`src/hdl/jsv_pkg.sv`:
```
`default_nettype none
package jsv_pkg;

	// Parser modes
	localparam logic [4:0] M_VALUE      = 5'd0;
	localparam logic [4:0] M_OBJ_FIRST  = 5'd1;
	localparam logic [4:0] M_ARR_FIRST  = 5'd2;
	localparam logic [4:0] M_COLON      = 5'd3;
	localparam logic [4:0] M_SEP        = 5'd4;
	localparam logic [4:0] M_END        = 5'd5;
	localparam logic [4:0] M_SLASH      = 5'd6;
	localparam logic [4:0] M_LINE       = 5'd7;
	localparam logic [4:0] M_BLOCK      = 5'd8;
	localparam logic [4:0] M_BLOCK_STAR = 5'd9;
	localparam logic [4:0] M_LIT        = 5'd10;
	localparam logic [4:0] M_N_SIGN     = 5'd11;
	localparam logic [4:0] M_N_ZERO     = 5'd12;
	localparam logic [4:0] M_N_HEX0     = 5'd13;
	localparam logic [4:0] M_N_HEX      = 5'd14;
	localparam logic [4:0] M_N_BIN0     = 5'd15;
	localparam logic [4:0] M_N_BIN      = 5'd16;
	localparam logic [4:0] M_N_INT      = 5'd17;
	localparam logic [4:0] M_N_FRAC0    = 5'd18;
	localparam logic [4:0] M_N_FRAC     = 5'd19;
	localparam logic [4:0] M_N_EXP0     = 5'd20;
	localparam logic [4:0] M_N_EXPS     = 5'd21;
	localparam logic [4:0] M_N_EXP      = 5'd22;
	localparam logic [4:0] M_STR        = 5'd23;
	localparam logic [4:0] M_ESC        = 5'd24;
	localparam logic [4:0] M_HEX        = 5'd25;
	localparam logic [4:0] M_SUR_BS     = 5'd26;
	localparam logic [4:0] M_SUR_U      = 5'd27;
	localparam logic [4:0] M_UTF        = 5'd28;
	localparam logic [4:0] M_ERR        = 5'd29;

	// Escape hex kinds
	localparam logic [1:0] HK_X    = 2'd0;
	localparam logic [1:0] HK_U    = 2'd1;
	localparam logic [1:0] HK_BIGU = 2'd2;
	localparam logic [1:0] HK_LOW  = 2'd3;

	// Status codes
	localparam logic [3:0] ST_OK        = 4'd0;
	localparam logic [3:0] ST_OPEN_CMT  = 4'd1;
	localparam logic [3:0] ST_BAD_SLASH = 4'd2;
	localparam logic [3:0] ST_OPEN_STR  = 4'd3;
	localparam logic [3:0] ST_BAD_X     = 4'd4;
	localparam logic [3:0] ST_BAD_U     = 4'd5;
	localparam logic [3:0] ST_BAD_BIGU  = 4'd6;
	localparam logic [3:0] ST_BAD_ESC   = 4'd7;
	localparam logic [3:0] ST_BAD_UTF8  = 4'd8;
	localparam logic [3:0] ST_NO_KEY    = 4'd9;
	localparam logic [3:0] ST_NO_COLON  = 4'd10;
	localparam logic [3:0] ST_NO_COMMA  = 4'd11;
	localparam logic [3:0] ST_NO_VALUE  = 4'd12;
	localparam logic [3:0] ST_TRAILING  = 4'd13;
	localparam logic [3:0] ST_TOO_DEEP  = 4'd14;

	// Mark position update
	localparam logic [1:0] MK_NONE = 2'd0;
	localparam logic [1:0] MK_P    = 2'd1;
	localparam logic [1:0] MK_P1   = 2'd2;

	// Error position source
	localparam logic [1:0] EP_P    = 2'd0;
	localparam logic [1:0] EP_P1   = 2'd1;
	localparam logic [1:0] EP_MARK = 2'd2;
	localparam logic [1:0] EP_TOK  = 2'd3;

	typedef struct packed {
		logic [4:0]  mode;
		logic [2:0]  ret;
		logic [15:0] acc;
		logic [3:0]  dl;
		logic [3:0]  err;
		logic        key;
		logic [1:0]  hk;
	} parse_st_t;

	localparam parse_st_t ST_RESET = '{
		mode: M_VALUE, ret: M_VALUE[2:0], acc: 16'h0, dl: 4'h0,
		err: ST_OK, key: 1'b0, hk: HK_X
	};

	typedef struct packed {
		logic depth_zero;
		logic depth_one;
		logic depth_full;
		logic top_arr;
	} nest_ctx_t;

	typedef struct packed {
		logic push;
		logic push_arr;
		logic pop;
		logic clear;
	} nest_op_t;

	typedef struct packed {
		parse_st_t  st;
		logic       redo;
		logic       inc;
		logic       push;
		logic       push_arr;
		logic       pop;
		logic       tok_set;
		logic [1:0] mark_sel;
		logic       err_set;
		logic [1:0] err_sel;
	} pass_t;

	function automatic logic is_space(logic [7:0] b);
		return b == 8'h20 || b == 8'h09 || b == 8'h0A || b == 8'h0D;
	endfunction

	function automatic logic is_digit(logic [7:0] b);
		return b >= "0" && b <= "9";
	endfunction

	function automatic logic is_hex(logic [7:0] b);
		return is_digit(b) || (b >= "a" && b <= "f") || (b >= "A" && b <= "F");
	endfunction

	function automatic logic [3:0] hex_val(logic [7:0] b);
		logic [7:0] v;
		if (is_digit(b))
			v = b - "0";
		else if (b >= "a" && b <= "f")
			v = b - "a" + 8'd10;
		else
			v = b - "A" + 8'd10;
		return v[3:0];
	endfunction

	function automatic logic is_simple_esc(logic [7:0] b);
		return b == "\"" || b == "\\" || b == "/" || b == "b" || b == "f" ||
			b == "n" || b == "r" || b == "t";
	endfunction

	localparam logic [7:0] LIT_TEXT [6][10] = '{
		'{"t", "r", "u", "e", 8'h0, 8'h0, 8'h0, 8'h0, 8'h0, 8'h0},
		'{"f", "a", "l", "s", "e", 8'h0, 8'h0, 8'h0, 8'h0, 8'h0},
		'{"n", "u", "l", "l", 8'h0, 8'h0, 8'h0, 8'h0, 8'h0, 8'h0},
		'{"N", "a", "N", 8'h0, 8'h0, 8'h0, 8'h0, 8'h0, 8'h0, 8'h0},
		'{"I", "n", "f", "i", "n", "i", "t", "y", 8'h0, 8'h0},
		'{"-", "I", "n", "f", "i", "n", "i", "t", "y", 8'h0}
	};

	localparam logic [3:0] LIT_LEN [6] = '{4'd4, 4'd5, 4'd4, 4'd3, 4'd8, 4'd9};

	// One pass of the parser over one byte. A set redo asks for the same
	// byte to be handled again in the new mode.
	function automatic pass_t parse_pass(parse_st_t s, logic [7:0] b, nest_ctx_t c);
		pass_t       r;
		logic [4:0]  m;
		logic [2:0]  id;
		logic [3:0]  li;
		logic [15:0] nacc;
		logic [3:0]  ndl;
		logic [7:0]  lead;
		logic [3:0]  need;
		logic        bad;
		logic [4:0]  after_v;
		logic [4:0]  after_c;
		r = '0;
		r.st = s;
		m = s.mode;
		after_v = c.depth_zero ? M_END : M_SEP;
		after_c = c.depth_one ? M_END : M_SEP;
		id = (s.acc < 16'd6) ? s.acc[2:0] : 3'd0;
		li = (s.dl < 4'd10) ? s.dl : 4'd9;
		nacc = {s.acc[11:0], hex_val(b)};
		ndl = (s.dl != 4'd0) ? s.dl - 4'd1 : 4'd0;
		lead = s.acc[7:0];
		need = (lead[7:4] == 4'hE) ? 4'd2 : (lead[7:3] == 5'b11110) ? 4'd3 : 4'd1;
		bad = b[7:6] != 2'b10;
		if (s.dl == need)
			bad = bad || (lead == 8'hE0 && b < 8'hA0) || (lead == 8'hED && b >= 8'hA0) ||
				(lead == 8'hF0 && b < 8'h90) || (lead == 8'hF4 && b > 8'h8F);

		if (m <= M_END && is_space(b)) begin
			r.st.mode = m;
		end else if (m <= M_END && b == "/") begin
			r.st.ret = m[2:0];
			r.mark_sel = MK_P;
			r.st.mode = M_SLASH;
		end else begin
			unique case (m)
				M_VALUE: begin
					r.tok_set = 1'b1;
					priority if (b == "{" || b == "[") begin
						if (c.depth_full) begin
							r.st.mode = M_ERR; r.st.err = ST_TOO_DEEP; r.err_set = 1'b1;
							r.err_sel = EP_P;
						end else begin
							r.push = 1'b1;
							r.push_arr = (b == "[");
							r.inc = 1'b1;
							r.st.mode = (b == "[") ? M_ARR_FIRST : M_OBJ_FIRST;
						end
					end else if (b == "\"") begin
						r.st.key = 1'b0; r.st.mode = M_STR;
					end else if (b == "t" || b == "f" || b == "n" || b == "N" || b == "I") begin
						r.st.acc = (b == "t") ? 16'd0 : (b == "f") ? 16'd1 :
							(b == "n") ? 16'd2 : (b == "N") ? 16'd3 : 16'd4;
						r.st.dl = 4'd1;
						r.st.mode = M_LIT;
					end else if (b == "-") begin
						r.st.mode = M_N_SIGN;
					end else if (b == "0") begin
						r.st.mode = M_N_ZERO;
					end else if (is_digit(b)) begin
						r.st.mode = M_N_INT;
					end else begin
						r.st.mode = M_ERR; r.st.err = ST_NO_VALUE; r.err_set = 1'b1;
						r.err_sel = EP_P;
					end
				end
				M_OBJ_FIRST: begin
					priority if (b == "}") begin
						r.pop = 1'b1; r.st.mode = after_c;
					end else if (b == "\"") begin
						r.tok_set = 1'b1; r.st.key = 1'b1; r.st.mode = M_STR;
					end else begin
						r.st.mode = M_ERR; r.st.err = ST_NO_KEY; r.err_set = 1'b1;
						r.err_sel = EP_P;
					end
				end
				M_ARR_FIRST: begin
					if (b == "]") begin
						r.pop = 1'b1; r.st.mode = after_c;
					end else begin
						r.st.mode = M_VALUE; r.redo = 1'b1;
					end
				end
				M_COLON: begin
					if (b == ":") begin
						r.st.mode = M_VALUE;
					end else begin
						r.st.mode = M_ERR; r.st.err = ST_NO_COLON; r.err_set = 1'b1;
						r.err_sel = EP_P;
					end
				end
				M_SEP: begin
					priority if (b == (c.top_arr ? "]" : "}")) begin
						r.pop = 1'b1; r.st.mode = after_c;
					end else if (b == ",") begin
						r.st.mode = c.top_arr ? M_ARR_FIRST : M_OBJ_FIRST;
					end else begin
						r.st.mode = M_ERR; r.st.err = ST_NO_COMMA; r.err_set = 1'b1;
						r.err_sel = EP_P;
					end
				end
				M_END: begin
					if (b != 8'h00) begin
						r.st.mode = M_ERR; r.st.err = ST_TRAILING; r.err_set = 1'b1;
						r.err_sel = EP_P;
					end
				end
				M_SLASH: begin
					priority if (b == "/") begin
						r.st.mode = M_LINE;
					end else if (b == "*") begin
						r.mark_sel = MK_P1; r.st.mode = M_BLOCK;
					end else begin
						r.st.mode = M_ERR; r.st.err = ST_BAD_SLASH; r.err_set = 1'b1;
						r.err_sel = EP_MARK;
					end
				end
				M_LINE: begin
					if (b == 8'h0A) begin
						r.st.mode = {2'b00, s.ret};
					end else if (b == 8'h00) begin
						r.st.mode = {2'b00, s.ret}; r.redo = 1'b1;
					end
				end
				M_BLOCK, M_BLOCK_STAR: begin
					priority if (b == 8'h00) begin
						r.st.mode = M_ERR; r.st.err = ST_OPEN_CMT; r.err_set = 1'b1;
						r.err_sel = EP_MARK;
					end else if (m == M_BLOCK_STAR && b == "/") begin
						r.st.mode = {2'b00, s.ret};
					end else begin
						r.st.mode = (b == "*") ? M_BLOCK_STAR : M_BLOCK;
					end
				end
				M_LIT: begin
					if (b != LIT_TEXT[id][li]) begin
						r.st.mode = M_ERR; r.st.err = ST_NO_VALUE; r.err_set = 1'b1;
						r.err_sel = EP_TOK;
					end else begin
						r.st.dl = li + 4'd1;
						if (li + 4'd1 >= LIT_LEN[id])
							r.st.mode = after_v;
					end
				end
				M_N_SIGN: begin
					priority if (b == "0") begin
						r.st.mode = M_N_ZERO;
					end else if (is_digit(b)) begin
						r.st.mode = M_N_INT;
					end else if (b == "I") begin
						r.st.acc = 16'd5; r.st.dl = 4'd2; r.st.mode = M_LIT;
					end else begin
						r.st.mode = M_ERR; r.st.err = ST_NO_VALUE; r.err_set = 1'b1;
						r.err_sel = EP_TOK;
					end
				end
				M_N_ZERO: begin
					priority if (b == "x") begin
						r.st.mode = M_N_HEX0;
					end else if (b == "b") begin
						r.st.mode = M_N_BIN0;
					end else if (b == ".") begin
						r.st.mode = M_N_FRAC0;
					end else if (b == "e" || b == "E") begin
						r.st.mode = M_N_EXP0;
					end else if (b == 8'h00 || is_space(b) || b == "," || b == "}" ||
							b == "]") begin
						r.inc = 1'b1; r.st.mode = after_v; r.redo = 1'b1;
					end else begin
						r.st.mode = M_ERR; r.st.err = ST_NO_VALUE; r.err_set = 1'b1;
						r.err_sel = EP_TOK;
					end
				end
				M_N_HEX0, M_N_HEX: begin
					priority if (is_hex(b)) begin
						r.st.mode = M_N_HEX;
					end else if (m == M_N_HEX) begin
						r.inc = 1'b1; r.st.mode = after_v; r.redo = 1'b1;
					end else begin
						r.st.mode = M_ERR; r.st.err = ST_NO_VALUE; r.err_set = 1'b1;
						r.err_sel = EP_TOK;
					end
				end
				M_N_BIN0, M_N_BIN: begin
					priority if (b == "0" || b == "1") begin
						r.st.mode = M_N_BIN;
					end else if (m == M_N_BIN) begin
						r.inc = 1'b1; r.st.mode = after_v; r.redo = 1'b1;
					end else begin
						r.st.mode = M_ERR; r.st.err = ST_NO_VALUE; r.err_set = 1'b1;
						r.err_sel = EP_TOK;
					end
				end
				M_N_INT, M_N_FRAC: begin
					priority if (is_digit(b)) begin
						r.st.mode = m;
					end else if (b == "." && m == M_N_INT) begin
						r.st.mode = M_N_FRAC0;
					end else if (b == "e" || b == "E") begin
						r.st.mode = M_N_EXP0;
					end else begin
						r.inc = 1'b1; r.st.mode = after_v; r.redo = 1'b1;
					end
				end
				M_N_FRAC0, M_N_EXPS: begin
					if (is_digit(b)) begin
						r.st.mode = (m == M_N_FRAC0) ? M_N_FRAC : M_N_EXP;
					end else begin
						r.st.mode = M_ERR; r.st.err = ST_NO_VALUE; r.err_set = 1'b1;
						r.err_sel = EP_TOK;
					end
				end
				M_N_EXP0: begin
					priority if (b == "+" || b == "-") begin
						r.st.mode = M_N_EXPS;
					end else if (is_digit(b)) begin
						r.st.mode = M_N_EXP;
					end else begin
						r.st.mode = M_ERR; r.st.err = ST_NO_VALUE; r.err_set = 1'b1;
						r.err_sel = EP_TOK;
					end
				end
				M_N_EXP: begin
					if (!is_digit(b)) begin
						r.inc = 1'b1; r.st.mode = after_v; r.redo = 1'b1;
					end
				end
				M_STR: begin
					priority if (b < 8'h20) begin
						r.st.mode = M_ERR; r.st.err = ST_OPEN_STR; r.err_set = 1'b1;
						r.err_sel = EP_TOK;
					end else if (b == "\"") begin
						r.inc = 1'b1;
						r.st.mode = s.key ? M_COLON : after_v;
					end else if (b == "\\") begin
						r.st.mode = M_ESC;
					end else if (b < 8'h80) begin
						r.st.mode = M_STR;
					end else if ((b[7:5] == 3'b110 && b >= 8'hC2) || b[7:4] == 4'hE ||
							(b[7:3] == 5'b11110 && b <= 8'hF4)) begin
						r.st.acc = {8'h00, b};
						r.st.dl = (b[7:5] == 3'b110) ? 4'd1 : (b[7:4] == 4'hE) ? 4'd2 : 4'd3;
						r.mark_sel = MK_P;
						r.st.mode = M_UTF;
					end else begin
						r.st.mode = M_ERR; r.st.err = ST_BAD_UTF8; r.err_set = 1'b1;
						r.err_sel = EP_P;
					end
				end
				M_ESC: begin
					priority if (b == 8'h00) begin
						r.st.mode = M_ERR; r.st.err = ST_OPEN_STR; r.err_set = 1'b1;
						r.err_sel = EP_TOK;
					end else if (is_simple_esc(b)) begin
						r.st.mode = M_STR;
					end else if (b == "x" || b == "u" || b == "U") begin
						r.st.hk = (b == "x") ? HK_X : (b == "u") ? HK_U : HK_BIGU;
						r.st.dl = (b == "x") ? 4'd2 : (b == "u") ? 4'd4 : 4'd8;
						r.st.acc = 16'h0;
						r.mark_sel = MK_P1;
						r.st.mode = M_HEX;
					end else begin
						r.st.mode = M_ERR; r.st.err = ST_BAD_ESC; r.err_set = 1'b1;
						r.err_sel = EP_P1;
					end
				end
				M_HEX: begin
					if (!is_hex(b)) begin
						r.st.mode = M_ERR;
						r.st.err = (s.hk == HK_X) ? ST_BAD_X : (s.hk == HK_BIGU) ?
							ST_BAD_BIGU : ST_BAD_U;
						r.err_set = 1'b1;
						r.err_sel = EP_MARK;
					end else begin
						r.st.acc = nacc;
						r.st.dl = ndl;
						priority if (ndl != 4'd0) begin
							r.st.mode = M_HEX;
						end else if (s.hk == HK_U && nacc >= 16'hD800 && nacc <= 16'hDBFF) begin
							r.mark_sel = MK_P1;
							r.st.mode = M_SUR_BS;
						end else if (s.hk == HK_LOW && (nacc < 16'hDC00 || nacc > 16'hDFFF)) begin
							r.st.mode = M_ERR; r.st.err = ST_BAD_U; r.err_set = 1'b1;
							r.err_sel = EP_MARK;
						end else begin
							r.st.mode = M_STR;
						end
					end
				end
				M_SUR_BS: begin
					if (b == "\\") begin
						r.st.mode = M_SUR_U;
					end else begin
						r.st.mode = M_ERR; r.st.err = ST_BAD_U; r.err_set = 1'b1;
						r.err_sel = EP_MARK;
					end
				end
				M_SUR_U: begin
					if (b == "u") begin
						r.st.hk = HK_LOW; r.st.dl = 4'd4; r.st.acc = 16'h0;
						r.mark_sel = MK_P1; r.st.mode = M_HEX;
					end else begin
						r.st.mode = M_ERR; r.st.err = ST_BAD_U; r.err_set = 1'b1;
						r.err_sel = EP_MARK;
					end
				end
				M_UTF: begin
					if (bad) begin
						r.st.mode = M_ERR; r.st.err = ST_BAD_UTF8; r.err_set = 1'b1;
						r.err_sel = EP_MARK;
					end else begin
						r.st.dl = ndl;
						r.st.mode = (ndl == 4'd0) ? M_STR : M_UTF;
					end
				end
				default: begin
					r.st.mode = m;
				end
			endcase
		end
		return r;
	endfunction

endpackage
`default_nettype wire

```
`src/hdl/jsv_if.sv`:
```
`default_nettype none
interface jsv_in_if;
	logic       valid;
	logic       ready;
	logic [7:0] text_byte;
	modport source(output valid, output text_byte, input ready);
	modport sink(input valid, input text_byte, output ready);
endinterface

interface jsv_out_if;
	logic        valid;
	logic        ready;
	logic [3:0]  status;
	logic [31:0] error_position;
	logic [31:0] entry_count;
	modport source(output valid, output status, output error_position, output entry_count,
		input ready);
	modport sink(input valid, input status, input error_position, input entry_count,
		output ready);
endinterface
`default_nettype wire

```
`src/hdl/json_syntax_validator_unit.sv`:
```
// Result: loaded into the result register once its zero byte has passed the input
//   register and the parser; the sink can then take it.
// Throughput: one byte per cycle; the parser state advances once per byte in one
//   combinational step between the input register and the state/result registers.
// The input side stalls only while a finished result waits on a stalled output.
// Reset (arst_n low, asynchronous): parser returns to expecting a top-level value,
//   counters, positions and nesting depth clear; no clearing pass is needed.
`default_nettype none
module json_syntax_validator_unit #(
	parameter int MAX_DEPTH = 64,
	parameter int POS_WIDTH = 32
) (
	input wire        clk,
	input wire        arst_n,
	jsv_in_if.sink    text_in,
	jsv_out_if.source result_out
);
	import jsv_pkg::*;

	// Input register stage
	logic       vld_s1;
	logic [7:0] byte_s1;
	logic       advance;

	// Result register
	logic        out_vld_q;
	logic [3:0]  status_q;
	logic [31:0] errpos_q;
	logic [31:0] count_q;

	nest_ctx_t   ctx;
	nest_op_t    op;
	logic        done;
	logic [3:0]  status_c;
	logic [31:0] errpos_c;
	logic [31:0] count_c;

	// Hold the byte in stage one only while its result cannot enter the
	// result register; every other byte advances at once.
	assign advance = vld_s1 && !(byte_s1 == 8'h00 && out_vld_q && !result_out.ready);
	assign text_in.ready = !vld_s1 || advance;

	always_ff @(posedge clk or negedge arst_n) begin
		if (!arst_n)
			vld_s1 <= 1'b0;
		else if (text_in.ready)
			vld_s1 <= text_in.valid;
	end

	always_ff @(posedge clk) begin
		if (text_in.ready && text_in.valid)
			byte_s1 <= text_in.text_byte;
	end

	jsv_nest_stack #(
		.MAX_DEPTH(MAX_DEPTH)
	) u_stack (
		.clk    (clk),
		.arst_n (arst_n),
		.op     (op),
		.ctx    (ctx)
	);

	jsv_parser #(
		.POS_WIDTH(POS_WIDTH)
	) u_parser (
		.clk            (clk),
		.arst_n         (arst_n),
		.en             (advance),
		.text_byte      (byte_s1),
		.ctx            (ctx),
		.op             (op),
		.done           (done),
		.status         (status_c),
		.error_position (errpos_c),
		.entry_count    (count_c)
	);

	// Load a result on the terminator; drop it once the sink takes the transaction.
	always_ff @(posedge clk or negedge arst_n) begin
		if (!arst_n)
			out_vld_q <= 1'b0;
		else if (done)
			out_vld_q <= 1'b1;
		else if (result_out.ready)
			out_vld_q <= 1'b0;
	end

	always_ff @(posedge clk) begin
		if (done) begin
			status_q <= status_c;
			errpos_q <= errpos_c;
			count_q  <= count_c;
		end
	end

	assign result_out.valid          = out_vld_q;
	assign result_out.status         = status_q;
	assign result_out.error_position = errpos_q;
	assign result_out.entry_count    = count_q;
endmodule
`default_nettype wire

```
`src/hdl/jsv_nest_stack.sv`:
```
`default_nettype none
module jsv_nest_stack #(
	parameter int MAX_DEPTH = 64
) (
	input  wire                    clk,
	input  wire                    arst_n,
	input  wire jsv_pkg::nest_op_t op,
	output jsv_pkg::nest_ctx_t     ctx
);
	import jsv_pkg::*;

	localparam int DW = $clog2(MAX_DEPTH + 1);
	localparam int AW = (MAX_DEPTH > 1) ? $clog2(MAX_DEPTH) : 1;
	localparam int XW = (DW > AW) ? DW : AW;

	logic          kind_mem [MAX_DEPTH];
	logic [DW-1:0] depth_q;
	logic [DW-1:0] depth_d;
	logic          top_q;
	logic          under_q;
	logic [XW-1:0] wr_addr;
	logic [XW-1:0] rd_addr;

	always_comb begin
		priority if (op.clear)
			depth_d = '0;
		else if (op.push)
			depth_d = depth_q + 1'b1;
		else if (op.pop)
			depth_d = depth_q - 1'b1;
		else
			depth_d = depth_q;
	end

	assign wr_addr = XW'(depth_q);
	assign rd_addr = XW'(depth_d) - XW'(2);

	always_ff @(posedge clk or negedge arst_n) begin
		if (!arst_n)
			depth_q <= '0;
		else
			depth_q <= depth_d;
	end

	// Prefetch the entry under the new top so a pop can restore it at once.
	always_ff @(posedge clk) begin
		if (op.push && !op.clear)
			kind_mem[wr_addr[AW-1:0]] <= op.push_arr;
		under_q <= kind_mem[rd_addr[AW-1:0]];
	end

	always_ff @(posedge clk) begin
		if (op.push)
			top_q <= op.push_arr;
		else if (op.pop)
			top_q <= under_q;
	end

	assign ctx.depth_zero = (depth_q == '0);
	assign ctx.depth_one  = (depth_q == DW'(1));
	assign ctx.depth_full = (depth_q >= DW'(MAX_DEPTH));
	assign ctx.top_arr    = top_q;
endmodule
`default_nettype wire

```
`src/hdl/jsv_parser.sv`:
```
`default_nettype none
module jsv_parser #(
	parameter int POS_WIDTH = 32
) (
	input  wire                     clk,
	input  wire                     arst_n,
	input  wire                     en,
	input  wire  [7:0]              text_byte,
	input  wire jsv_pkg::nest_ctx_t ctx,
	output jsv_pkg::nest_op_t       op,
	output logic                    done,
	output logic [3:0]              status,
	output logic [31:0]             error_position,
	output logic [31:0]             entry_count
);
	import jsv_pkg::*;

	parse_st_t            st_q;
	logic [POS_WIDTH-1:0] pos_q;
	logic [POS_WIDTH-1:0] pos_nx;
	logic [POS_WIDTH-1:0] tok_q;
	logic [POS_WIDTH-1:0] mark_q;
	logic [POS_WIDTH-1:0] errpos_q;
	logic [POS_WIDTH-1:0] errpos_d;
	logic [POS_WIDTH-1:0] mark_d;
	logic [POS_WIDTH+31:0] errpos_ext;
	logic [31:0]          cnt_q;
	logic [31:0]          cnt_d;

	pass_t     p1, p2, p3;
	logic      use2, use3;
	parse_st_t st_d;
	logic      inc, push, pop, tok_set, err_set;
	logic      push_arr;
	logic [1:0] mark_sel, err_sel;

	// Up to three chained passes, each taken on a redo: comment end, array head, number end, then the value itself.
	assign p1 = parse_pass(st_q, text_byte, ctx);
	assign p2 = parse_pass(p1.st, text_byte, ctx);
	assign p3 = parse_pass(p2.st, text_byte, ctx);
	assign use2 = p1.redo;
	assign use3 = p1.redo && p2.redo;

	always_comb begin
		st_d = use3 ? p3.st : use2 ? p2.st : p1.st;
		inc = p1.inc | (use2 & p2.inc) | (use3 & p3.inc);
		push = p1.push | (use2 & p2.push) | (use3 & p3.push);
		push_arr = p1.push_arr | (use2 & p2.push_arr) | (use3 & p3.push_arr);
		pop = p1.pop | (use2 & p2.pop) | (use3 & p3.pop);
		tok_set = p1.tok_set | (use2 & p2.tok_set) | (use3 & p3.tok_set);
		priority if (use3 && p3.mark_sel != MK_NONE)
			mark_sel = p3.mark_sel;
		else if (use2 && p2.mark_sel != MK_NONE)
			mark_sel = p2.mark_sel;
		else
			mark_sel = p1.mark_sel;
		priority if (use3 && p3.err_set) begin
			err_set = 1'b1; err_sel = p3.err_sel;
		end else if (use2 && p2.err_set) begin
			err_set = 1'b1; err_sel = p2.err_sel;
		end else begin
			err_set = p1.err_set; err_sel = p1.err_sel;
		end
	end

	assign pos_nx = (pos_q == '1) ? pos_q : pos_q + 1'b1;

	always_comb begin
		unique case (mark_sel)
			MK_P:    mark_d = pos_q;
			MK_P1:   mark_d = pos_nx;
			default: mark_d = mark_q;
		endcase
		if (!err_set)
			errpos_d = errpos_q;
		else begin
			unique case (err_sel)
				EP_P:    errpos_d = pos_q;
				EP_P1:   errpos_d = pos_nx;
				EP_MARK: errpos_d = mark_q;
				default: errpos_d = tok_q;
			endcase
		end
	end

	assign cnt_d = (inc && cnt_q != '1) ? cnt_q + 32'd1 : cnt_q;
	assign done = en && (text_byte == 8'h00);

	assign errpos_ext = {32'h0, errpos_d};
	assign status = st_d.err;
	assign error_position = (st_d.err != ST_OK) ? errpos_ext[31:0] : 32'h0;
	assign entry_count = cnt_d;

	assign op.clear    = done;
	assign op.push     = en && push;
	assign op.push_arr = push_arr;
	assign op.pop      = en && pop;

	always_ff @(posedge clk or negedge arst_n) begin
		if (!arst_n) begin
			st_q     <= ST_RESET;
			pos_q    <= '0;
			tok_q    <= '0;
			mark_q   <= '0;
			errpos_q <= '0;
			cnt_q    <= '0;
		end else if (done) begin
			st_q     <= ST_RESET;
			pos_q    <= '0;
			tok_q    <= '0;
			mark_q   <= '0;
			errpos_q <= '0;
			cnt_q    <= '0;
		end else if (en) begin
			st_q     <= st_d;
			pos_q    <= pos_nx;
			if (tok_set)
				tok_q <= pos_q;
			mark_q   <= mark_d;
			errpos_q <= errpos_d;
			cnt_q    <= cnt_d;
		end
	end
endmodule
`default_nettype wire

```
`src/flat_wrapper.sv`:
```
// flat-port wrapper written by rule: the top's interface ports become plain ports
module json_syntax_validator_unit_flat import jsv_pkg::*;
#(
	parameter int MAX_DEPTH = 64,
	parameter int POS_WIDTH = 32
)
  (clk, arst_n, text_in_valid, text_in_text_byte, text_in_ready, result_out_valid, result_out_status, result_out_error_position, result_out_entry_count, result_out_ready);
  jsv_in_if text_in_i ();
  jsv_out_if result_out_i ();
  input wire clk;
  input wire arst_n;
  input wire logic [$bits(text_in_i.valid)-1:0] text_in_valid;
  input wire logic [$bits(text_in_i.text_byte)-1:0] text_in_text_byte;
  output wire logic [$bits(text_in_i.ready)-1:0] text_in_ready;
  output wire logic [$bits(result_out_i.valid)-1:0] result_out_valid;
  output wire logic [$bits(result_out_i.status)-1:0] result_out_status;
  output wire logic [$bits(result_out_i.error_position)-1:0] result_out_error_position;
  output wire logic [$bits(result_out_i.entry_count)-1:0] result_out_entry_count;
  input wire logic [$bits(result_out_i.ready)-1:0] result_out_ready;
  assign text_in_i.valid = text_in_valid;
  assign text_in_i.text_byte = text_in_text_byte;
  assign text_in_ready = text_in_i.ready;
  assign result_out_valid = result_out_i.valid;
  assign result_out_status = result_out_i.status;
  assign result_out_error_position = result_out_i.error_position;
  assign result_out_entry_count = result_out_i.entry_count;
  assign result_out_i.ready = result_out_ready;
  json_syntax_validator_unit #(.MAX_DEPTH(MAX_DEPTH), .POS_WIDTH(POS_WIDTH)) u_core (.clk(clk), .arst_n(arst_n), .text_in(text_in_i), .result_out(result_out_i));
endmodule
```
`config.mk`:
```
export PLATFORM = sky130hd
export DESIGN_NAME = json_syntax_validator_unit_flat
export DESIGN_NICKNAME = d
export VERILOG_FILES = /design/src/hdl/jsv_pkg.sv /design/src/hdl/jsv_if.sv /design/src/hdl/json_syntax_validator_unit.sv /design/src/hdl/jsv_nest_stack.sv /design/src/hdl/jsv_parser.sv /design/src/flat_wrapper.sv
export SDC_FILE = /design/constraint.sdc
export NUM_CORES = 1
export LEC_CHECK = 0
export BUFFER_PORTS_ARGS = -buffer_cell sky130_fd_sc_hd__buf_2
export CAP_MARGIN = 0
export CORE_MARGIN = 2
export CORE_UTILIZATION = 40
export CTS_BUF_LIST = sky130_fd_sc_hd__clkbuf_16
export DETAILED_ROUTE_END_ITERATION = 8
export SLEW_MARGIN = 25
export SYNTH_ARGS = -nofsm -noshare
export SYNTH_HDL_FRONTEND = slang
export SYNTH_SLANG_ARGS = --single-unit
```
`constraint.sdc`:
```
create_clock -name clk -period 12.25 [get_ports clk]
set_input_delay 1.8375 -clock clk [delete_from_list [all_inputs] [get_ports clk]]
set_output_delay 1.8375 -clock clk [all_outputs]
set_load 0.03 [all_outputs]
```
Word-level counts from Yosys, hierarchy flattened
Memories as Yosys holds them, arrays and structs flattened. A register that Yosys moved wholly into a read port is not among the register bits.
Index checks and enable logic that the tools add are counted.

cells by class
  $add $sub $neg = 16
  order comparisons = 45
  eq/ne operators = 160
  multiplexer cells = 570
  bitwise gates (word level) = 26
  reduce and logical (&&, ||, !) cells = 144

operators with widths
  cell                                                 count
  2-to-1 mux 4 bit                                     153
  2-to-1 mux 20 bit                                    27
  2-to-1 mux 24 bit                                    21
  2-to-1 mux 5 bit                                     98
  2-to-1 mux 80 bit                                    6
  2-to-1 mux 32 bit                                    14
  one-hot mux 5 bit (24 select lines)                  3
  one-hot mux 16 bit (6 select lines)                  3
  2-to-1 mux 3 bit                                     80
  one-hot mux 4 bit (20 select lines)                  3
  equality test 5 bit, second input constant           43
  one-hot mux 3 bit (20 select lines)                  3
  2-to-1 mux 2 bit                                     75
  2-to-1 mux 35 bit                                    4
  equality test 8 x 7 -> 1 bit, second input constant  17
  2-to-1 mux 41 bit                                    3
  equality test 5 x 4 -> 1 bit, second input constant  24
  2-to-1 mux 33 bit                                    3
  binary-select mux 8 bit (select 4 bit)               3
  equality test 8 bit, second input constant           12
  one-hot mux 32 bit (3 select lines)                  1
  one-hot mux 4 bit (8 select lines)                   3
  equality test 8 x 6 -> 1 bit, second input constant  11
  adder 32 x 1 -> 32 bit, second input constant        2
  69 further kinds                                     349

storage, ports and cells
  flip-flop bits (word level) = 281
  memory bits (writable) = 64
  memory bits (read-only) = 2,016
  bits of input ports = 12
  output and inout port bits = 70
  logic and storage cells = 988
  memories kept = 7

memory list
  memory                   words  bits a word  rd ports  clocked after Yosys merged registers in  wr ports  line                  text
  (no name shown)          8      80           1         0                                        0         jsv_pkg.sv:288        if (b != LIT_TEXT[id][li]) begin
  (no name shown)          8      80           1         0                                        0         jsv_pkg.sv:288
  (no name shown)          8      80           1         0                                        0         jsv_pkg.sv:288
  u_core.u_stack.kind_mem  64     1            1         1                                        1         jsv_nest_stack.sv:16  logic kind_mem [MAX_DEPTH];
  (no name shown)          8      4            1         0                                        0         jsv_pkg.sv:293        if (li + 4'd1 >= LIT_LEN[id])
  (no name shown)          8      4            1         0                                        0         jsv_pkg.sv:293
  +1 memories              n/a    n/a          n/a       n/a                                      n/a       n/a

Depth between registers and ports, before layout
  depth in word-level cells = 51
  mapped depth = 35
  gate-level depth less buffers = 29

Modules after synthesis
Synthesis repeated with hierarchy kept, for this count alone.

unflattened totals
  cells, all modules = 3,142
  area total of the unflattened synthesis = 26,061.2 um^2

by module, submodules not included
  module                      instances  cells an instance  area an instance (um^2)  seq. area each (um^2)
  jsv_parser                  1          2,763              20,038.0                 4,879.7
  jsv_nest_stack              1          291                3,614.7                  2,147.1
  json_syntax_validator_unit  1          88                 2,408.6                  2,332.2

Worst setup path before layout
No wires, ideal clock.

  path type = register to register
  start = reg u_core.u_parser.st_q[14] in the netlist's numbering
  end = reg u_core.errpos_q[12] (netlist: u_core.result_out.error_position[12]), data pin
  library setup time = 0.264 ns
  data arrival time = 7.634 ns
  required time = 11.986 ns
  path slack = 4.352 ns
  stages on the path, launching flop included = 34
  path buffers = 5
  clock period less this slack = 7.898 ns
  cell sequence = dfrtp_1 buf_2 a2111oi_2 nand3_1 inv_1 ha_1 or4b_1 a21bo_2 a211oi_1 a2111oi_2 xnor2_1 or4_4 o311a_1 or2_0 buf_6 o21ai_4 and2_1 buf_4 inv_1 ha_1 xor2_1 ha_1 o221ai_1 o2bb2ai_1 a2111o_1 a211oi_1 a21boi_0 nor3_1 mux2_4 o31a_1 buf_6 nor4_4 buf_6 a21oi_2

between the ends
  longest elaborated chain between the ends = 41
  elaborated cells on any way between the ends = 435
  classes of those cells = add/sub: 3; order compare: 21; eq/ne: 79; mux: 258; bitwise: 5; reduce/logical: 64; memory: 5

ends and longest elaborated chain
  item                                                   line                              text
  start, declared                                        jsv_parser.sv:18                  parse_st_t st_q;
  start signal, assigned                                 jsv_parser.sv:115                 st_q <= st_d;
  < comparator 16 x 3 -> 1 bit                           jsv_pkg.sv:170                    id = (s.acc < 16'd6) ? s.acc[2:0] : 3'd0;
  2-to-1 mux 3 bit                                       jsv_pkg.sv:170
  NOT 3 -> 4 bit (not written as such)                   jsv_pkg.sv:288, jsv_pkg.sv:293
  memory read (8 x 80 bit)                               n/a
  2-to-1 mux 80 bit (not written as such) (2 in series)  jsv_pkg.sv:288
  binary-select mux 8 bit (select 4 bit)                 jsv_pkg.sv:288
  2-to-1 mux 8 bit (not written as such) (2 in series)   jsv_pkg.sv:288
  != test 8 bit                                          jsv_pkg.sv:288
  (+23 left out)                                         n/a
  one-hot mux 3 bit (20 select lines)                    jsv_pkg.sv:188                    unique case (m)
  2-to-1 mux 3 bit                                       jsv_pkg.sv:183                    end else if (m <= M_END && b == "/") begin
  2-to-1 mux 41 bit                                      jsv_pkg.sv:181                    if (m <= M_END && is_space(b)) begin
  logical AND 1 bit                                      jsv_parser.sv:57                  priority if (use3 && p3.err_set) begin
  2-to-1 mux 2 bit                                       jsv_parser.sv:57
  equality test 2 bit, or another cell as far along      jsv_parser.sv:77                  unique case (err_sel)
  one-hot mux 32 bit (3 select lines)                    jsv_parser.sv:77
  2-to-1 mux 32 bit                                      jsv_parser.sv:74                  if (!err_set)
  end signal, assigned                                   json_syntax_validator_unit.sv:92  errpos_q <= errpos_c;
  end, declared                                          json_syntax_validator_unit.sv:28  logic [31:0] errpos_q;

Several ways; a longest one is shown, not always the timed one. The select of a mux whose other input is x is not followed.
A chain may end at the register's enable or synchronous reset.

Worst setup path after layout
  start = reg u_core.u_parser.st_q[12] in the netlist's numbering
  end = reg u_core.errpos_q[30] (netlist: u_core.result_out.error_position[30]), data pin

Same word-level chain as after synthesis.

==> impl_metrics.json <==
{
  "status": "completed",
  "num_antenna_cells": 0,
  "drt-pass1-iter-count": 7,
  "rows": 92,
  "reg2reg_depth": 30,
  "async_flop_share": 0.590,
  "synth.area.top_cells": "dfrtp_1, edfxtp_1, nand2_1, o21ai_0, nor2_1",
  "crit_arrival_ps": 10390,
  "areaGrowthSynthToFinish_pct": 9.21,
  "synthDistinctLibCells": 113,
  "placed_area_um2": 26500,
  "io_buffers": 81,
  "hold_buffers": 0,
  "synthDominantCellAreaShare": 0.200,
  "htree_levels": 2,
  "ys_warn_count": 0,
  "ff2ff_setup_slack_ps": 2170,
  "grt_max_degree": 94,
  "path_max_fanout": 37,
  "numCtsBuffers": 41,
  "worstSetupEndpointType": "flop",
  "grt_setup_unrepaired": "no",
  "antenna_found_initial": 3,
  "drcViolationCount": 0,
  "fmax_mhz": 99.2,
  "ys_seq_area_frac": 0.367,
  "synth_top_cell_by_area": "dfrtp_1",
  "crit_top_cell": "ha_1",
  "syn_area_um2": 25500,
  "ir_worst_vdd_mv": 0.208,
  "core_um2": 63100,
  "cp-start-kind": "flop",
  "min_delay_path_depth": 2,
  "finalInstanceArea_um2": 27900,
  "cp_slowest_stage_delay_ps": 730,
  "fin_nets": 3098,
  "cellPowerDensity_nw_per_um2": 300,
  "syn_nets": 3174,
  "antenna_left": 0,
  "die_w_um": 257,
  "drive_gt1_frac": 0.109,
  "num_vias": 26000,
  "min_path_type": "flop to flop",
  "clock_skew_ps": 21.5,
  "grt_pass1_vias": 24300,
  "synth_edf_count": 141,
  "viasPerCell": 6.60,
  "avgRoutedWirePerCell_um": 27.9,
  "hold_violations": 0,
  "path_clk_slew_ps": 60,
  "period_minus_slack_ps": 10080,
  "holdCritStartpoint": "u_core.u_parser.mark_q[3]$_DFFE_PN0P_",
  "synthCells": 3136,
  "path_class": "flop to flop",
  "r2r_end": "u_core.result_out.error_position[30]$_SDFFCE_PN0P_",
  "crit_family": "compound AO/OA/AOI/OAI gates",
  "die_h_um": 257,
  "dieArea_um2": 65800,
  "clock_path_buffers": 3,
  "synth_ff_type": "dfrtp_1",
  "fin_crit_sh": 0.823,
  "grt_pass1_wl_mm": 164,
  "yosys-top-cells-count": "nand2_1, nor2_1, o21ai_0",
  "p_leak_nw": 11.0,
  "slew_headroom": 0.238,
  "routed_wl_mm": 110,
  "finalSetupViolCount": 0,
  "met3_usage": 0.0720,
  "grt_use_total": 0.324,
  "cts-root-buf": "clkbuf_16",
  "grt.busiest_layer": "met2",
  "yosysMostFrequentCell": "nand2_1",
  "fin_tns_setup_ps": 0,
  "finalMaxSlewViolations": 0,
  "post-cts-setup-buffers": 0,
  "grtUsageMet1": 0.457,
  "synth_seq_cells": 346,
  "ctsResizeCount": 0,
  "holdPathEnd": "u_core.u_parser.mark_q[3]$_DFFE_PN0P_",
  "routabilityCongestion": 1.05,
  "initial_core_util": 0.404,
  "worstMarginPinSlew_ps": 1130,
  "grt-ovfl-total": 0,
  "ioPinCount": 82,
  "tritoncts": "done",
  "initialDrtViolationCount": 3607,
  "clock_latency_ps": 590,
  "r2r-start": "u_core.u_parser.st_q[12]$_DFFE_PN0P_",
  "required_ps": 12560,
  "crit_buf_inv": 4,
  "maxCapViolCount": 0,
  "cts.sinks": 346,
  "synth_area_per_cell_um2": 8.14,
  "dp_hpwl_mm": 77.0,
  "grt_use_met2": 0.475,
  "cp_slowest_cell": "nor4_1"
}
metrics by stage:
stage	hold slack [ps]	total power [W]	setup WS, ps	std cells	utilization
final	477	0.00837	2170	3937	0.442
after global routing	495	0.00880	1600	3937	0.442
after CTS	482	0.00820	2260	3937	0.442
after detailed placement	470	0.00695	2300	3863	0.420
after global placement	455	0.00703	2490	3863	0.420
after floorplan	442	0.00517	4350	3136	-
registers in the layout (all words and copies together), names as in the netlist, 8 cells and up:
signal                            count
u_core.byte_s1                        8
u_core.result_out.entry_count        32
u_core.result_out.error_position     32
u_core.u_parser.cnt_q                32
u_core.u_parser.errpos_q             32
u_core.u_parser.mark_q               32
u_core.u_parser.pos_q                32
u_core.u_parser.st_q                 35
u_core.u_parser.tok_q                32
u_core.u_stack.kind_mem              64
kinds of logic (layout without fill, tap and decap cells):
| kind of cell | count (synthesis) | after routing | synth area share |
|---|---|---|---|
| compound gates | 951 | 951 | 0.252 |
| xor+xnor | 109 | 109 | 0.0374 |
| fa+ha+maj | 28 | 28 | 0.0136 |
| buf+inv | 320 | 275 | 0.0524 |
| flops | 346 | 346 | 0.367 |
| mux | 68 | 68 | 0.0319 |
| simple gates | 1314 | 1314 | 0.246 |
worst min-delay path, stage by stage (launching register included):
cell	delay, ps
dfrtp_1	340
nand2_1	50
o21ai_0	60
worst max-delay path by stage:
stage                     slack [ps]  depth (start not counted)                                                  to                            startpoint
after floorplan                 4350                         33  u_core.result_out.error_position[12]$_SDFFCE_PN0P_  u_core.u_parser.st_q[14]$_DFFE_PN0P_
after global placement          2490                         30  u_core.result_out.error_position[30]$_SDFFCE_PN0P_  u_core.u_parser.st_q[12]$_DFFE_PN0P_
after detailed placement        2300                         30  u_core.result_out.error_position[30]$_SDFFCE_PN0P_  u_core.u_parser.st_q[12]$_DFFE_PN0P_
after CTS                       2260                         30  u_core.result_out.error_position[30]$_SDFFCE_PN0P_  u_core.u_parser.st_q[12]$_DFFE_PN0P_
after global routing            1600                         30  u_core.result_out.error_position[30]$_SDFFCE_PN0P_  u_core.u_parser.st_q[12]$_DFFE_PN0P_
final                           2170                         30  u_core.result_out.error_position[30]$_SDFFCE_PN0P_  u_core.u_parser.st_q[12]$_DFFE_PN0P_
power by group:
group	switching, W	leakage (nW)	total [W]	internal, W
registers	0.000164	4.24	0.00157	0.00141
clock network	0.000518	0.693	0.00123	0.000711
logic	0.00395	6.02	0.00557	0.00162
per-layer routing:
layer	share of wire	wire length (um)
met1	0.42	46400
met5	0.00012	13
met3	0.10	11200
met4	0.048	5310
met2	0.43	46900
placed cells by master, fill, tap and decap left out, drive strengths merged, types with 12 or more instances in the layout:
cell	Yosys	routed
or2	19	19
a22oi	13	13
a221oi	12	12
nand3	138	138
nor4	27	27
nand2b	26	26
o22ai	36	36
a2111oi	14	14
a211oi	32	32
nor2b	17	17
a21oi	186	186
xnor2	52	52
clkinv	3	18
o221ai	29	29
nand2	496	496
a211o	16	16
edfxtp	141	141
buf	80	155
o211ai	26	26
nor2	293	293
ha	26	26
xor2	57	57
or3	25	25
nand4	36	36
o21a	15	15
a22o	69	69
clkbuf	194	42
o21ai	284	284
o31ai	33	33
and2	29	29
and3	50	50
dfrtp	204	204
inv	43	55
mux2i	54	54
nor3	74	74
a31oi	51	51
and4	16	16
cell type report:
class                   count  area (um^2)
flip-flops and latches    346         9360
well taps                 846         1060
clock inverters            32          288
inverters                  46          174
multi-input cells        2470        15000
repair buffers            155          971
fillers                  6335        35200
clock buffers              42         1050
No activity file was read; power rests on OpenSTA's default activity.
